==> src/pgf_pkg.sv <==
// Shared types, constants and helper functions of the Green function mirror fill block.
package pgf_pkg;

  localparam int MAX_GRID = 256;
  localparam int GW = 9;
  localparam int PW = 11;
  localparam int CW = 32;
  localparam int IW = 25;
  localparam int AW = 28;
  localparam int VW = 32;
  localparam int DW = $clog2(2 * MAX_GRID + 1);
  localparam int APB_AW = 5;
  localparam int APB_DW = 32;
  localparam int QDEPTH = 2;

  localparam logic [GW-1:0] GRID_RESET = GW'(32);
  localparam logic [PW-1:0] ROW_RESET = PW'(66);
  localparam logic [CW-1:0] CELL_RESET = CW'(32'h0100_0000);
  localparam logic [VW-1:0] VAL_MAX = '1;

  typedef enum logic [2:0] {
    REG_GRID_X,
    REG_GRID_Y,
    REG_GRID_Z,
    REG_PADDED_ROW,
    REG_CELL_X,
    REG_CELL_Y,
    REG_CELL_Z
  } reg_e;

  typedef enum logic [3:0] {
    FS_IDLE,
    FS_PROD,
    FS_CHECK,
    FS_DIVZ,
    FS_DIVY,
    FS_CLASS,
    FS_SQ,
    FS_PART,
    FS_ACC,
    FS_CHKS,
    FS_DIVG,
    FS_SQRT,
    FS_DIVO,
    FS_PUSH
  } front_state_e;

  typedef struct packed {
    logic [GW-1:0] grid_x;
    logic [GW-1:0] grid_y;
    logic [GW-1:0] grid_z;
    logic [PW-1:0] padded_row;
    logic [CW-1:0] cell_x;
    logic [CW-1:0] cell_y;
    logic [CW-1:0] cell_z;
  } cfg_t;

  typedef struct packed {
    logic [GW-1:0] ix;
    logic [GW-1:0] iy;
    logic [GW-1:0] iz;
    logic [VW-1:0] value;
  } point_t;

  function automatic logic [GW-1:0] clamp_grid(input logic [GW-1:0] g);
    logic [GW-1:0] r;
    r = g;
    if (g == '0) r = GW'(1);
    else if (g > GW'(MAX_GRID)) r = GW'(MAX_GRID);
    return r;
  endfunction

  function automatic logic [DW-1:0] mirror(input logic [DW-1:0] d, input logic [GW-1:0] i);
    logic [DW-1:0] m;
    m = d - DW'(i);
    if (i == '0) m = '0;
    return m;
  endfunction

endpackage

==> src/pgf_queue.sv <==
// Short queue of finished points between the front and back parts.
module pgf_queue import pgf_pkg::*; (
  input  logic   clk_i,
  input  logic   rst_ni,
  input  logic   push_valid_i,
  output logic   push_ready_o,
  input  point_t push_data_i,
  output logic   pop_valid_o,
  input  logic   pop_ready_i,
  output point_t pop_data_o
);

  localparam int QAW = (QDEPTH > 1) ? $clog2(QDEPTH) : 1;
  localparam int QCW = $clog2(QDEPTH + 1);

  point_t         mem_q [QDEPTH];
  logic [QAW-1:0] wr_ptr_q, rd_ptr_q;
  logic [QCW-1:0] count_q;
  logic           push_fire, pop_fire;

  assign push_ready_o = count_q != QCW'(QDEPTH);
  assign pop_valid_o = count_q != '0;
  assign pop_data_o = mem_q[rd_ptr_q];
  assign push_fire = push_valid_i && push_ready_o;
  assign pop_fire = pop_valid_o && pop_ready_i;

  always_ff @(posedge clk_i or negedge rst_ni) begin
    if (!rst_ni) begin
      wr_ptr_q <= '0;
      rd_ptr_q <= '0;
      count_q <= '0;
    end else begin
      if (push_fire) wr_ptr_q <= (wr_ptr_q == QAW'(QDEPTH - 1)) ? '0 : wr_ptr_q + QAW'(1);
      if (pop_fire) rd_ptr_q <= (rd_ptr_q == QAW'(QDEPTH - 1)) ? '0 : rd_ptr_q + QAW'(1);
      if (push_fire && !pop_fire) count_q <= count_q + QCW'(1);
      else if (pop_fire && !push_fire) count_q <= count_q - QCW'(1);
    end
  end

  always_ff @(posedge clk_i) begin
    if (push_fire) mem_q[wr_ptr_q] <= push_data_i;
  end

`ifndef NO_ASSERTIONS
  a_count_bound: assert property (@(posedge clk_i) disable iff (!rst_ni)
    count_q <= QCW'(QDEPTH))
    else $error("queue count overflow");
  a_count_up: assert property (@(posedge clk_i) disable iff (!rst_ni)
    (push_fire && !pop_fire) |=> (count_q == $past(count_q) + QCW'(1)))
    else $error("queue count did not rise on push");
  a_count_down: assert property (@(posedge clk_i) disable iff (!rst_ni)
    (pop_fire && !push_fire) |=> (count_q == $past(count_q) - QCW'(1)))
    else $error("queue count did not fall on pop");
`endif

endmodule

==> config.mk <==
export PLATFORM = sky130hd
export DESIGN_NAME = pgf_queue
export DESIGN_NICKNAME = d
export VERILOG_FILES = /design/src/pgf_pkg.sv /design/src/pgf_queue.sv
export SDC_FILE = /design/constraint.sdc
export NUM_CORES = 1
export LEC_CHECK = 0
export BUFFER_PORTS_ARGS = -buffer_cell sky130_fd_sc_hd__buf_2
export CAP_MARGIN = 20
export CORE_UTILIZATION = 43
export CTS_CLUSTER_SIZE = 20
export DETAILED_ROUTE_END_ITERATION = 8
export MAX_ROUTING_LAYER = met4
export PLACE_DENSITY = 0.73
export SLEW_MARGIN = 20
export SYNTH_ARGS = -nofsm -noshare
export SYNTH_HDL_FRONTEND = slang
export SYNTH_SLANG_ARGS = --single-unit
==> constraint.sdc <==
create_clock -name clk_i -period 4 [get_ports clk_i]
set_clock_uncertainty 0.15 [all_clocks]
set_input_delay 0 -clock clk_i [delete_from_list [all_inputs] [get_ports clk_i]]
set_output_delay 0 -clock clk_i [all_outputs]
set_load 0.01 [all_outputs]
# Word level (Yosys, flattened, before mapping)
# Memory sizes are Yosys's and may differ from the RTL's.
# Index checks and enable logic that the tools add are counted.
# word_totals
output_inout_bits	61
ff_bits	4
n_memories	1
mem_bits_rw	118
# memory_table
name	words	word_bits	read_ports	rd_ports_with_merged_regs	wr	line_no	rtl
mem_q	2	59	1	0	1	pgf_queue.sv:16	point_t mem_q [QDEPTH];
# classes
mux	6
add_sub_neg	4
eq_ne	1
n_reduce_logical	8
# ops
op	count
1-bit logical AND	4
1-bit 2-to-1 mux	4
2-bit 2-to-1 mux	2
2-bit nonzero test	2
1-bit adder, second input constant	2
2-bit by 1-bit adder with 2-bit output, second input constant	1
1-bit logical NOT	2
2-bit inequality test, second input constant	1
2-bit by 1-bit subtractor with 2-bit output, second input constant	1

# Depth between registers and ports, before layout
# logic_depth
depth_word	6
depth_mapped	7
depth_no_buf	7

# Worst setup path before layout
# OpenSTA, ideal clock, no wires.
# synth_path
path_type	reg2reg
from	register count_q[0]
to	memory mem_q[0][0] (netlist bit) (enable)
required_ns	3.374
synth_period_minus_slack_ns	3.795
arrival_time_ns	3.169
setup_slack_ns	0.205
stages_incl_launch_ff	4
setup_time_ns	0.476
path_buffers	0
cell_sequence	dfrtp_1 -> nand2b_1 -> nand2_1 -> nor2_1
# synth_between
elab_chain_len	4
# synth_lines
item	line_no	rtl
start: declaration	pgf_queue.sv:18	logic [QCW-1:0] count_q;
start signal: assignment	pgf_queue.sv:35	if (push_fire && !pop_fire) count_q <= count_q + QCW'(1);
start signal: assignment	pgf_queue.sv:36	else if (pop_fire && !push_fire) count_q <= count_q - QCW'(1);
2-bit inequality test	pgf_queue.sv:21	assign push_ready_o = count_q != QCW'(QDEPTH);
net push_ready_o	pgf_queue.sv:6	output logic push_ready_o,
1-bit logical AND	pgf_queue.sv:24	assign push_fire = push_valid_i && push_ready_o;
1-bit 2-to-1 mux	pgf_queue.sv:41	if (push_fire) mem_q[wr_ptr_q] <= push_data_i;
1-bit 2-to-1 mux (implied by the code)	pgf_queue.sv:41	
end: declaration	pgf_queue.sv:16	
# The timed path passes the listed nets, and every way through them passes these cells.

==> results.json <==
{
  "critical-path-top-delay-family": "flip-flops",
  "top_layer_used": "met4",
  "syn_area_um2": 4750,
  "synth-seq-cells": 122,
  "synth_top_family_by_area": "multiplexers",
  "wl_met2_mm": 4.39,
  "period_share": 0.572,
  "slowest_stage": "dfrtp_4",
  "cts_buffers": 17,
  "max_stage_delay_ns": 0.80,
  "syn_inst": 202,
  "die_y_um": 107,
  "rsz0062_at_grt": "false",
  "nFillCells": 781,
  "layout.nets": 467,
  "finish.utilization": 0.619,
  "wl_met1_mm": 3.40,
  "fp.dieW_um": 107,
  "clockBufferDepth": 2,
  "cp_data_arrival_time_ns": 2.14,
  "synth_nets": 266,
  "max_slew_margin": 0.467,
  "cp_cell_sequence": "buf_12 -> mux2_4 -> buf_2",
  "layout-drive-gt1-share": 0.519,
  "cp-end-kind": "output port",
  "wire_per_inst_um": 15.1,
  "core.rowCount": 38,
  "hp-class": "input pin to register",
  "final_common_cell": "buf_2",
  "n_antenna_cell": 0,
  "wirelength_mm": 8.42,
  "criticalPathCategory": "register to output port",
  "drtAntennaViolNets": 0,
  "clkSinkCount": 122,
  "drtIter0Drc": 109,
  "cts_hold_buf": 63,
  "final_cell_mix": "buf_2 (123), edfxtp_1 (118), dlygate4sd3_1 (63)",
  "slew_viol_final": 0,
  "seqPwrFrac": 0.401,
  "synthAdderAreaFrac": 0.00263,
  "port_buffers": 123,
  "num_vias": 2531,
  "status": "completed",
  "clock-root-buffer": "clkbuf_8",
  "drc_errors": 0,
  "clk_latency_ns": 0.51,
  "clk_pin_slew_worst_paths_ns": 0.06,
  "coreArea_um2": 10800,
  "synth_compound_area_frac": 0,
  "grt_overflow": 0,
  "ff_latch_area_um2": 3650,
  "p_per_area_nw_per_um2": 718,
  "yosys_warnings": 0,
  "io_pins": 124,
  "cp_num_buf_inv": 2,
  "tns_ns": 0,
  "p_sw_mw": 1.29,
  "cts_tree": "built",
  "finalHoldViolations": 0,
  "power_frac_comb": 0.288,
  "cap_violations": 0,
  "ys_types": 14,
  "crit_required_ns": 3.85,
  "worstPathMaxFanout": 31,
  "cp-start-kind": "register",
  "leakagePower_nw": 2.73,
  "synthSimpleGateAreaFrac": 0.00711,
  "post_cts_buffers": 0,
  "grt_pass1_vias": 2656,
  "place_hpwl_mm": 4.86,
  "post_cts_resized": 0,
  "reg2reg_setup_slack_ns": 1.72,
  "grt_antenna_before_repair": 0,
  "multi_input_area_um2": 985,
  "worst_pin_slew_ns": 0.799,
  "pwr-share-clk": 0.312,
  "drt_first_pass_iters": 4,
  "dieArea_um2": 11500,
  "ys_seq_area_frac": 0.766,
  "htreeDepth": 4,
  "grt_max_degree": 61,
  "avgSynthCellArea_um2": 23.5,
  "start_util": 0.441,
  "clock.fmax_mhz": 437,
  "synth-xor-area-share": 0.00921,
  "setup_viol": 0,
  "vias_per_cell": 4.55,
  "vdd_drop_max_mv": 0.631,
  "grt_usage": 0.158,
  "synth_mux_area_frac": 0.186,
  "grt_pass1_wl_mm": 12.6,
  "syn2layout_area_growth_pct": 40.5,
  "internal_power_mw": 3.50,
  "wl_met3_um": 465,
  "switching_share": 0.269,
  "fin_crit_ns": 2.29,
  "gp_congestion": 0.665
}
## sequential cells by signal (all words and copies together), names as in the netlist
signal,cells
mem_q,118
count_q,2
rd_ptr_q,1
wr_ptr_q,1
## power by group through the flow
stage               registers, mW  logic, mW  clock network [mW]
floorplan                    1.85       1.11                   0
global placement             2.01       1.25                   0
detailed placement           2.03       1.26                   0
CTS                          2.01       1.31                1.53
global route                 1.95       1.48                1.58
finish                       1.92       1.38                1.49
## metal layers
layer,global-route usage,up-vias
met4,0.0871,0
li1,-,1194
met1,0.169,1220
met5,-,-
met3,0.0419,16
met2,0.266,101
## final cells by class
class,instances,share of cell area
sequential,122,0.546
timing repair buffer,189,0.192
tap,140,0.0262
inverter,1,0.000562
clock inverter,8,0.0176
multi-input combinational,72,0.147
clock buffer,24,0.0704
## cells by family (layout without fill, tap and decap cells)
kind of cell	Yosys count	in the layout
XOR/XNOR	5	5
flip-flops	122	122
AND/OR/NAND/NOR	7	7
buffers and inverters	8	222
multiplexers	59	59
adder cells (fa/ha/maj)	1	1
## metrics by stage
step | cell area [µm²] | instances | hold slack, ns | setup slack [ns] | total power, mW
finish | 6680 | 556 | 0.0593 | 1.71 | 4.79
global route | 6680 | 556 | 0.0419 | 1.60 | 5.01
CTS | 6660 | 555 | 0.0304 | 1.57 | 4.85
detailed placement | 5440 | 460 | -0.334 | 1.73 | 3.29
global placement | 5440 | 460 | -0.341 | 1.77 | 3.26
floorplan | 4750 | 202 | -0.446 | 0.205 | 2.96
## Yosys cell counts
library cell  instances  area, µm²
edfxtp_1            118       3540
dfrtp_1               4        100
buf_6                 1       11.3
ha_1                  1       12.5
xnor2_1               3       26.3
or2_1                 1       6.26
nand2b_1              1       6.26
mux2_4               59        886
inv_1                 1       3.75
buf_12                6        120
xor2_1                2       17.5
nor2_1                2       7.51
and3_1                1       6.26
nand2_1               2       7.51
## worst register-to-register path, delay by kind of cell, from the launching register on
family        cells  cell delay (ns)
flops             1             0.40
simple gates      2             0.82
buf+inv           1             0.52
## worst paths after layout
check / cells past startpoint / to / from
setup / recovery: 3 / pop_data_o[8] / rd_ptr_q$_DFFE_PN0P_
min in group asynchronous: 3 / wr_ptr_q$_DFFE_PN0P_ / rst_ni
setup reg to reg: 3 / mem_q[1][35]$_DFFE_PP_ / count_q[0]$_DFFE_PN0P_
hold / removal: 2 / mem_q[1][17]$_DFFE_PP_ / push_data_i[17]
hold reg to reg: 1 / count_q[1]$_DFFE_PN0P_ / count_q[1]$_DFFE_PN0P_
max in group asynchronous: 3 / rd_ptr_q$_DFFE_PN0P_ / rst_ni
Note: power is estimated with default switching activity, not from simulation.
