$ cat config.mk
export PLATFORM = sky130hd
export DESIGN_NAME = pgf_back
export DESIGN_NICKNAME = d
export VERILOG_FILES = /design/src/pgf_pkg.sv /design/src/pgf_back.sv
export SDC_FILE = /design/constraint.sdc
export NUM_CORES = 2
export LEC_CHECK = 0
export BUFFER_PORTS_ARGS = -buffer_cell sky130_fd_sc_hd__buf_2
export CAP_MARGIN = 40
export CELL_PAD_IN_SITES_DETAIL_PLACEMENT = 1
export CELL_PAD_IN_SITES_GLOBAL_PLACEMENT = 1
export CORE_MARGIN = 10
export CORE_UTILIZATION = 51
export DETAILED_ROUTE_END_ITERATION = 6
export PLACE_DENSITY_LB_ADDON = 0.12
export SLEW_MARGIN = 30
export SYNTH_ARGS = -nofsm -noshare
export SYNTH_HDL_FRONTEND = slang
export SYNTH_SLANG_ARGS = --single-unit
export TNS_END_PERCENT = 100
$ cat constraint.sdc
create_clock -name clk_i -period 10.95 [get_ports clk_i]
set_clock_uncertainty 0.15 [all_clocks]
set_input_delay 1.6425 -clock clk_i [delete_from_list [all_inputs] [get_ports clk_i]]
set_output_delay 1.6425 -clock clk_i [all_outputs]
set_load 0.02 [all_outputs]
$ cat src/pgf_pkg.sv
// Shared types, constants and helper functions of the Green function mirror fill block.
package pgf_pkg;

  localparam int MAX_GRID = 256;
  localparam int GW = 9;
  localparam int PW = 11;
  localparam int CW = 32;
  localparam int IW = 25;
  localparam int AW = 28;
  localparam int VW = 32;
  localparam int DW = $clog2(2 * MAX_GRID + 1);
  localparam int APB_AW = 5;
  localparam int APB_DW = 32;
  localparam int QDEPTH = 2;

  localparam logic [GW-1:0] GRID_RESET = GW'(32);
  localparam logic [PW-1:0] ROW_RESET = PW'(66);
  localparam logic [CW-1:0] CELL_RESET = CW'(32'h0100_0000);
  localparam logic [VW-1:0] VAL_MAX = '1;

  typedef enum logic [2:0] {
    REG_GRID_X,
    REG_GRID_Y,
    REG_GRID_Z,
    REG_PADDED_ROW,
    REG_CELL_X,
    REG_CELL_Y,
    REG_CELL_Z
  } reg_e;

  typedef enum logic [3:0] {
    FS_IDLE,
    FS_PROD,
    FS_CHECK,
    FS_DIVZ,
    FS_DIVY,
    FS_CLASS,
    FS_SQ,
    FS_PART,
    FS_ACC,
    FS_CHKS,
    FS_DIVG,
    FS_SQRT,
    FS_DIVO,
    FS_PUSH
  } front_state_e;

  typedef struct packed {
    logic [GW-1:0] grid_x;
    logic [GW-1:0] grid_y;
    logic [GW-1:0] grid_z;
    logic [PW-1:0] padded_row;
    logic [CW-1:0] cell_x;
    logic [CW-1:0] cell_y;
    logic [CW-1:0] cell_z;
  } cfg_t;

  typedef struct packed {
    logic [GW-1:0] ix;
    logic [GW-1:0] iy;
    logic [GW-1:0] iz;
    logic [VW-1:0] value;
  } point_t;

  function automatic logic [GW-1:0] clamp_grid(input logic [GW-1:0] g);
    logic [GW-1:0] r;
    r = g;
    if (g == '0) r = GW'(1);
    else if (g > GW'(MAX_GRID)) r = GW'(MAX_GRID);
    return r;
  endfunction

  function automatic logic [DW-1:0] mirror(input logic [DW-1:0] d, input logic [GW-1:0] i);
    logic [DW-1:0] m;
    m = d - DW'(i);
    if (i == '0) m = '0;
    return m;
  endfunction

endpackage

$ cat src/pgf_back.sv
// Back part: eight mirrored addresses per point, sent one write beat per cycle unless stalled.
module pgf_back import pgf_pkg::*; (
  input  logic          clk_i,
  input  logic          rst_ni,
  input  cfg_t          cfg_i,
  input  logic          pop_valid_i,
  output logic          pop_ready_o,
  input  point_t        pop_data_i,
  output logic          out_valid_o,
  input  logic          out_ready_i,
  output logic [AW-1:0] write_address_o,
  output logic [VW-1:0] write_value_o,
  output logic          last_write_o
);

  localparam int ZW = 2 * DW + 1;
  localparam int RPW = ZW + PW;

  logic [DW-1:0] dgx, dgy, dgz;

  logic          p1_v_q;
  logic [DW-1:0] p1_x_q [2];
  logic [DW-1:0] p1_y_q [2];
  logic [ZW-1:0] p1_za_q, p1_zb_q;
  logic [VW-1:0] p1_g_q;

  logic          p2_v_q;
  logic [AW-1:0] p2_rows_q [4];
  logic [DW-1:0] p2_x_q [2];
  logic [VW-1:0] p2_g_q;

  logic          cur_v_q;
  logic [AW-1:0] cur_rows_q [4];
  logic [DW-1:0] cur_x_q [2];
  logic [VW-1:0] cur_g_q;
  logic [2:0]    k_q;

  logic          out_v_q;
  logic [AW-1:0] addr_q;
  logic [VW-1:0] val_q;
  logic          last_q;

  logic          p1_load, p2_load, cur_load, out_load, cur_done;
  logic [DW-1:0] mz;

  assign dgx = {clamp_grid(cfg_i.grid_x), 1'b0};
  assign dgy = {clamp_grid(cfg_i.grid_y), 1'b0};
  assign dgz = {clamp_grid(cfg_i.grid_z), 1'b0};
  assign mz = mirror(dgz, pop_data_i.iz);

  assign out_load = cur_v_q && (!out_v_q || out_ready_i);
  assign cur_done = out_load && (k_q == 3'd7);
  assign cur_load = p2_v_q && (!cur_v_q || cur_done);
  assign p2_load = p1_v_q && (!p2_v_q || cur_load);
  assign pop_ready_o = !p1_v_q || p2_load;
  assign p1_load = pop_valid_i && pop_ready_o;

  assign out_valid_o = out_v_q;
  assign write_address_o = addr_q;
  assign write_value_o = val_q;
  assign last_write_o = last_q;

  function automatic logic [AW-1:0] row_addr(input logic [ZW-1:0] z, input logic [DW-1:0] y,
                                             input logic [PW-1:0] pr);
    logic [ZW-1:0] s;
    s = z + ZW'(y);
    return AW'(RPW'(s) * RPW'(pr));
  endfunction

  always_ff @(posedge clk_i or negedge rst_ni) begin
    if (!rst_ni) begin
      p1_v_q <= 1'b0;
      p2_v_q <= 1'b0;
      cur_v_q <= 1'b0;
      out_v_q <= 1'b0;
      k_q <= '0;
    end else begin
      if (p1_load) p1_v_q <= 1'b1;
      else if (p2_load) p1_v_q <= 1'b0;
      if (p2_load) p2_v_q <= 1'b1;
      else if (cur_load) p2_v_q <= 1'b0;
      if (cur_load) cur_v_q <= 1'b1;
      else if (cur_done) cur_v_q <= 1'b0;
      if (out_load) out_v_q <= 1'b1;
      else if (out_ready_i) out_v_q <= 1'b0;
      if (cur_load) k_q <= '0;
      else if (out_load) k_q <= k_q + 3'd1;
    end
  end

  always_ff @(posedge clk_i) begin
    if (p1_load) begin
      p1_x_q[0] <= DW'(pop_data_i.ix);
      p1_x_q[1] <= mirror(dgx, pop_data_i.ix);
      p1_y_q[0] <= DW'(pop_data_i.iy);
      p1_y_q[1] <= mirror(dgy, pop_data_i.iy);
      p1_za_q <= ZW'(pop_data_i.iz) * ZW'(dgy);
      p1_zb_q <= ZW'(mz) * ZW'(dgy);
      p1_g_q <= pop_data_i.value;
    end
    if (p2_load) begin
      p2_rows_q[0] <= row_addr(p1_za_q, p1_y_q[0], cfg_i.padded_row);
      p2_rows_q[1] <= row_addr(p1_za_q, p1_y_q[1], cfg_i.padded_row);
      p2_rows_q[2] <= row_addr(p1_zb_q, p1_y_q[0], cfg_i.padded_row);
      p2_rows_q[3] <= row_addr(p1_zb_q, p1_y_q[1], cfg_i.padded_row);
      p2_x_q <= p1_x_q;
      p2_g_q <= p1_g_q;
    end
    if (cur_load) begin
      cur_rows_q <= p2_rows_q;
      cur_x_q <= p2_x_q;
      cur_g_q <= p2_g_q;
    end
    if (out_load) begin
      addr_q <= cur_rows_q[{k_q[2], k_q[0]}] + AW'(cur_x_q[k_q[1]]);
      val_q <= cur_g_q;
      last_q <= k_q == 3'd7;
    end
  end

`ifndef NO_ASSERTIONS
  a_last_beat: assert property (@(posedge clk_i) disable iff (!rst_ni)
    (out_load && k_q == 3'd7) |=> last_write_o)
    else $error("eighth beat not marked last");
  a_mid_beat: assert property (@(posedge clk_i) disable iff (!rst_ni)
    (out_load && k_q != 3'd7) |=> (!last_write_o && cur_v_q))
    else $error("beat marked last too early");
  a_cur_start: assert property (@(posedge clk_i) disable iff (!rst_ni)
    cur_load |=> (cur_v_q && k_q == 3'd0))
    else $error("new point did not start at its first beat");
`endif

endmodule

======== After elaboration in Yosys (flattened, before gate mapping) ========
Memories as Yosys holds them, arrays and structs flattened.
Cells that the tools add are included.
storage, ports and cells
  register bits ........................... 482
  bits in latches ......................... 0
  RAM bits ................................ 20
  memory bits (read-only) ................. 0
  bits of input ports ..................... 197
  output and inout bits ................... 63
  word-level logic and storage cells ...... 102
  memories ................................ 1
memories
  memory  words  bits a word  read ports  clocked after memory_dff  wr ports  RTL line        source
  p1_y_q  2      10           2           0                         2         pgf_back.sv:23  logic [DW-1:0] p1_y_q [2];
cells by class
  add/subtract/negate cells ............... 9
  multiply operators ...................... 6
  divide/modulo/power cells ............... 0
  $lt $le $gt $ge ......................... 5
  equal/unequal tests ..................... 1
  shift operators ......................... 0
  muxes and demuxes ....................... 27
  bitwise operators ....................... 2
  reduce and logical (&&, ||, !) cells .... 24
operator list
  cell                   count
  $mux W10               6
  $bmux W28 S2           1
  $mul A20 B11 Y28       2
  $mul A21 B11 Y28       2
  $mux W28               2
  $logic_not A9 Y1       6
  $mux W9                6
  $add A20 B10 Y21       2
  $add A19 B10 Y20       2
  $sub A10 B9 Y10        3
  $add A28 B10 Y28       1
  $gt A9 B9 Y1 const B   3
  $mul A10 B9 Y19        1
  $mul A9 B9 Y18         1
  $mux W1                10
  $reduce_bool A2 Y1     5
  $mux W3                2
  $logic_and A1 B1 Y1    5
  $logic_not A1 Y1       4
  $logic_or A1 B1 Y1     4
  $add A3 B1 Y3 const B  1
  $eq A3 B3 Y1 const B   1
  $ge A3 B3 Y1 const B   1
  $not A2 Y3             1
  2 further kinds        2

======== Depth between registers and ports, before layout ========
  depth after elaboration ................. 12
  depth in mapped cells ................... 33
  depth with buffers taken out ............ 31

======== Worst setup path after synthesis ========
OpenSTA, ideal clock, no wires.
  path kind ............................... input to register
  start point ............................. input port out_ready_i
  end point ............................... register cur_g_q[0], enable pin
  setup time .............................. 0.707 ns
  data arrival time ....................... 9.060 ns
  data required time ...................... 10.093 ns
  setup slack ............................. 1.033 ns
  stages on the path ...................... 3
  buffers on the path ..................... 0
  cell sequence ........................... nand2b_1 > a21boi_0 > nor2b_1
on the way
  cells in the longest elaborated chain, start to end .. 5
ends and longest elaborated chain
  what                    RTL line         source
  start: declaration      pgf_back.sv:10   input logic out_ready_i,
  $logic_or A1 B1 Y1      pgf_back.sv:51   assign out_load = cur_v_q && (!out_v_q || out_ready_i);
  $logic_and A1 B1 Y1     pgf_back.sv:51
  $logic_and A1 B1 Y1     pgf_back.sv:52   assign cur_done = out_load && (k_q == 3'd7);
  $logic_or A1 B1 Y1      pgf_back.sv:53   assign cur_load = p2_v_q && (!cur_v_q || cur_done);
  $logic_and A1 B1 Y1     pgf_back.sv:53
  named net cur_load      pgf_back.sv:43   logic p1_load, p2_load, cur_load, out_load, cur_done;
  end signal: assignment  pgf_back.sv:112  cur_g_q <= p2_g_q;
  end: declaration        pgf_back.sv:35   logic [VW-1:0] cur_g_q;
The timed path passes the listed nets, and every way through them passes these cells.
A chain may end at the register's enable or synchronous reset.

======== Final worst setup path ========
  start point ............................. register p1_zb_q[1]
  end point ............................... register p2_rows_q[52] (netlist name) (data pin)
on the way
  cells in the longest elaborated chain, start to end .. 2
ends and longest elaborated chain
  what                      RTL line        source
  start: declaration        pgf_back.sv:24  logic [ZW-1:0] p1_za_q, p1_zb_q;
  start signal: assignment  pgf_back.sv:98  p1_zb_q <= ZW'(mz) * ZW'(dgy);
  $add A20 B10 Y21          pgf_back.sv:66  s = z + ZW'(y);
  $mul A21 B11 Y28          pgf_back.sv:67  return AW'(RPW'(s) * RPW'(pr));
  end: declaration          pgf_back.sv:28  logic [AW-1:0] p2_rows_q [4];
Every way passes these cells.

==> out/qor.yml <==
outcome:
  status: "finished, final reports clean"
place:
  globalplace.congestion: 0.853
  place_hpwl_um: 113000
  port_buffers: 163
clock_network:
  postCtsResizedCells: 0
  postCtsSetupBuffers: 0
  numCtsBuffers: 54
  root_buffer: "clkbuf_16"
  worstSkewPairLatency_ns: 0.66
  cts_tree: "done"
  holdBufCountCts: 0
  cts-htree-levels: 2
  path_clk_slew_ns: 0.07
  clockBufferDepth: 3
  cts.sinks: 497
global_route:
  globalRouteTotalUtil: 0.247
  antenna_found_initial: 2
  overflow: 0
  grt_pass1_wl_um: 222000
  grt_max_degree: 62
  grt_pass1_vias: 38562
sta:
  worst_pin_slew_ns: 0.877
  min_period_over_period: 0.794
  clock.fmax_mhz: 115
  max_slew_margin: 0.415
  rsz0062_at_grt: "false"
  fin_crit_ns: 8.69
  setup_viol: 0
  hold_viol: 0
  tns_ns: 0
  final_max_slew_viol_count: 0
critical_path:
  crit_top_cell: "fa_1"
  max_stage_delay_ns: 0.70
  critPathCaptureType: "flop"
  cp.arrival_ns: 8.98
  start_kind: "flop"
  crit_type: "reg -> reg"
  cp.required_ns: 11.24
  slowest_stage: "nor3b_1"
  path_max_fanout: 7
detailed_routing:
  route.met3.wl_um: 5270
  routedWlPerCell_um: 22.0
  vias_per_cell: 5.43
  vias: 35023
  wl_met1_um: 58200
  first_pass_iters: 5
  wl_met2_um: 71400
  ant_nets: 0
  top_layer: "met4"
  drt-initial-drc-count: 1861
  routed_wirelength_um: 142000
  drc: 0
synth:
  async_flop_share: 0.0141
  synth_top_flop_cell: "edfxtp_1"
  ys_ff_latch: 497
  avgSynthCellArea_sq_um: 10.5
  netlist_instances: 4920
  synth_edf_count: 490
  ys_warn_count: 0
  synth_fp_nets: 6243
  ys_seq_area_frac: 0.288
  netlist_area_sq_um: 51700
  ys_types: 87
cells_and_area:
  area_delta_synth_final_pct: 8.82
  fillers: 10872
  post-route-util: 0.561
  drive_gt1_frac: 0.0861
  final_nets: 6364
floorplanning:
  die-area_sq_um: 114000
  fp-row-count: 116
  die_w_um: 338
  core_area_sq_um: 100000
  io_pins: 260
  start_util: 0.515
  die_y_um: 338
hold_path:
  hold_path.class: "reg -> reg"
job:
  max-cap-violations: 0
==> stage by stage <==
stage	std cells	setup WS [ns]	cell area [sq um]	hold WS [ns]
final	6444	2.26	56200	0.265
after floorplan	4920	1.03	51700	0.250
after global placement	6325	1.97	54200	0.250
after global routing	6443	1.74	56200	0.273
after CTS	6438	2.36	56100	0.255
after detailed placement	6337	1.80	54400	0.255
==> registers in the layout, summed over array words and instances, names as in the netlist <==
signal / cells
cur_rows_q: 110
p2_rows_q: 110
cur_g_q: 32
p1_g_q: 32
p2_g_q: 32
write_value_o: 32
write_address_o: 28
cur_x_q: 19
p1_x_q: 19
p1_y_q: 19
p1_zb_q: 19
p2_x_q: 19
p1_za_q: 18
k_q: 3
cur_v_q: 1
last_write_o: 1
out_valid_o: 1
p1_v_q: 1
p2_v_q: 1
==> cells by family (layout without fill, tap and decap cells) <==
family / Yosys count / count (layout) / share of synthesized area
compound gates: 403 / 403 / 0.0509
xor+xnor: 235 / 235 / 0.0403
fa+ha+maj: 1126 / 1126 / 0.383
buf+inv: 1118 / 1284 / 0.0822
flops: 497 / 497 / 0.288
mux: 41 / 41 / 0.0147
other cells: 0 / 1 / 0
simple gates: 1500 / 1500 / 0.140
==> final timing paths <==
path,cells after the start,from,slack [ns],to
max,28,p1_zb_q[1]$_DFFE_PP_,2.26,p2_rows_q[52]$_DFFE_PP_
min,0,p2_x_q[6]$_DFFE_PP_,0.27,cur_x_q[6]$_DFFE_PP_
max reg2reg,28,p1_zb_q[1]$_DFFE_PP_,2.26,p2_rows_q[52]$_DFFE_PP_
min reg2reg,0,p2_x_q[6]$_DFFE_PP_,0.27,cur_x_q[6]$_DFFE_PP_
max in group asynchronous,1,rst_ni,9.78,k_q[0]$_DFFE_PN0P_
min in group asynchronous,1,rst_ni,0.69,k_q[1]$_DFFE_PN0P_
==> cells in the final DEF, fill, tap and decap left out, drive strengths merged, types with 24 or more instances in the layout <==
cell,count
inv,924
fa,763
nand2,647
edfxtp,490
ha,363
and2,357
buf,268
nor2,196
xnor2,178
a21oi,122
o21ai,79
nor2b,67
clkbuf,61
nand2b,58
xor2,57
nor3,53
a21o,43
nand3,35
and3,33
mux4,27
o21a,25
clkinv,24
==> cells in the mapped netlist (7+ instances only) <==
cell type	instances	share of area
a211oi_1	8	0.0012
a21boi_0	15	0.0022
a21o_1	43	0.0062
a21oi_1	121	0.012
a31oi_1	10	0.0012
and2_1	353	0.043
and3_1	33	0.0040
buf_1	7	0.00051
clkbuf_1	185	0.013
dfrtp_1	7	0.0034
edfxtp_1	490	0.28
fa_1	763	0.30
ha_1	363	0.088
inv_1	914	0.066
mux2_2	11	0.0024
mux4_2	27	0.012
nand2_1	646	0.047
nand2b_1	57	0.0069
nand3_1	35	0.0034
nand4_1	8	0.00097
nor2_1	196	0.014
nor2b_1	67	0.0081
nor3_1	52	0.0050
nor4_1	10	0.0012
o211a_1	7	0.0014
o211ai_1	14	0.0020
o21a_1	25	0.0036
o21ai_0	72	0.0070
o21ai_1	7	0.00068
o21bai_1	21	0.0031
o31ai_1	8	0.0012
or3_1	8	0.00097
xnor2_1	176	0.030
xor2_1	56	0.0095
==> critical path: cells and delay by family, from the launching register on <==
kind	cells	cell delay (ns)
adder cells (fa/ha/maj)	8	3.39
AND/OR/NAND/NOR	9	2.58
AO/OA/AOI/OAI	6	1.42
buffers and inverters	5	0.53
flip-flops	1	0.41
==> per-layer routing <==
layer  global-route usage  vias up
met3               0.0225      219
li1                     -    15693
met5                    0        -
met4                0.101        0
met2                0.431      794
met1                0.313    18317
==> area by class of cell <==
class,instances,area [sq um],share of cell area
Inverter,915,3430,0.0611
Sequential cell,497,14900,0.265
Antenna cell,1,2.50,0.0000445
Multi-Input combinational cell,3305,32700,0.581
Clock inverter,40,368,0.00654
Tap cell,1357,1700,0.0302
Clock buffer,61,1380,0.0245
Timing Repair Buffer,268,1780,0.0316
Power is not shown: default switching activity piles up to over one toggle a cycle in this logic, so the estimate is an artifact.
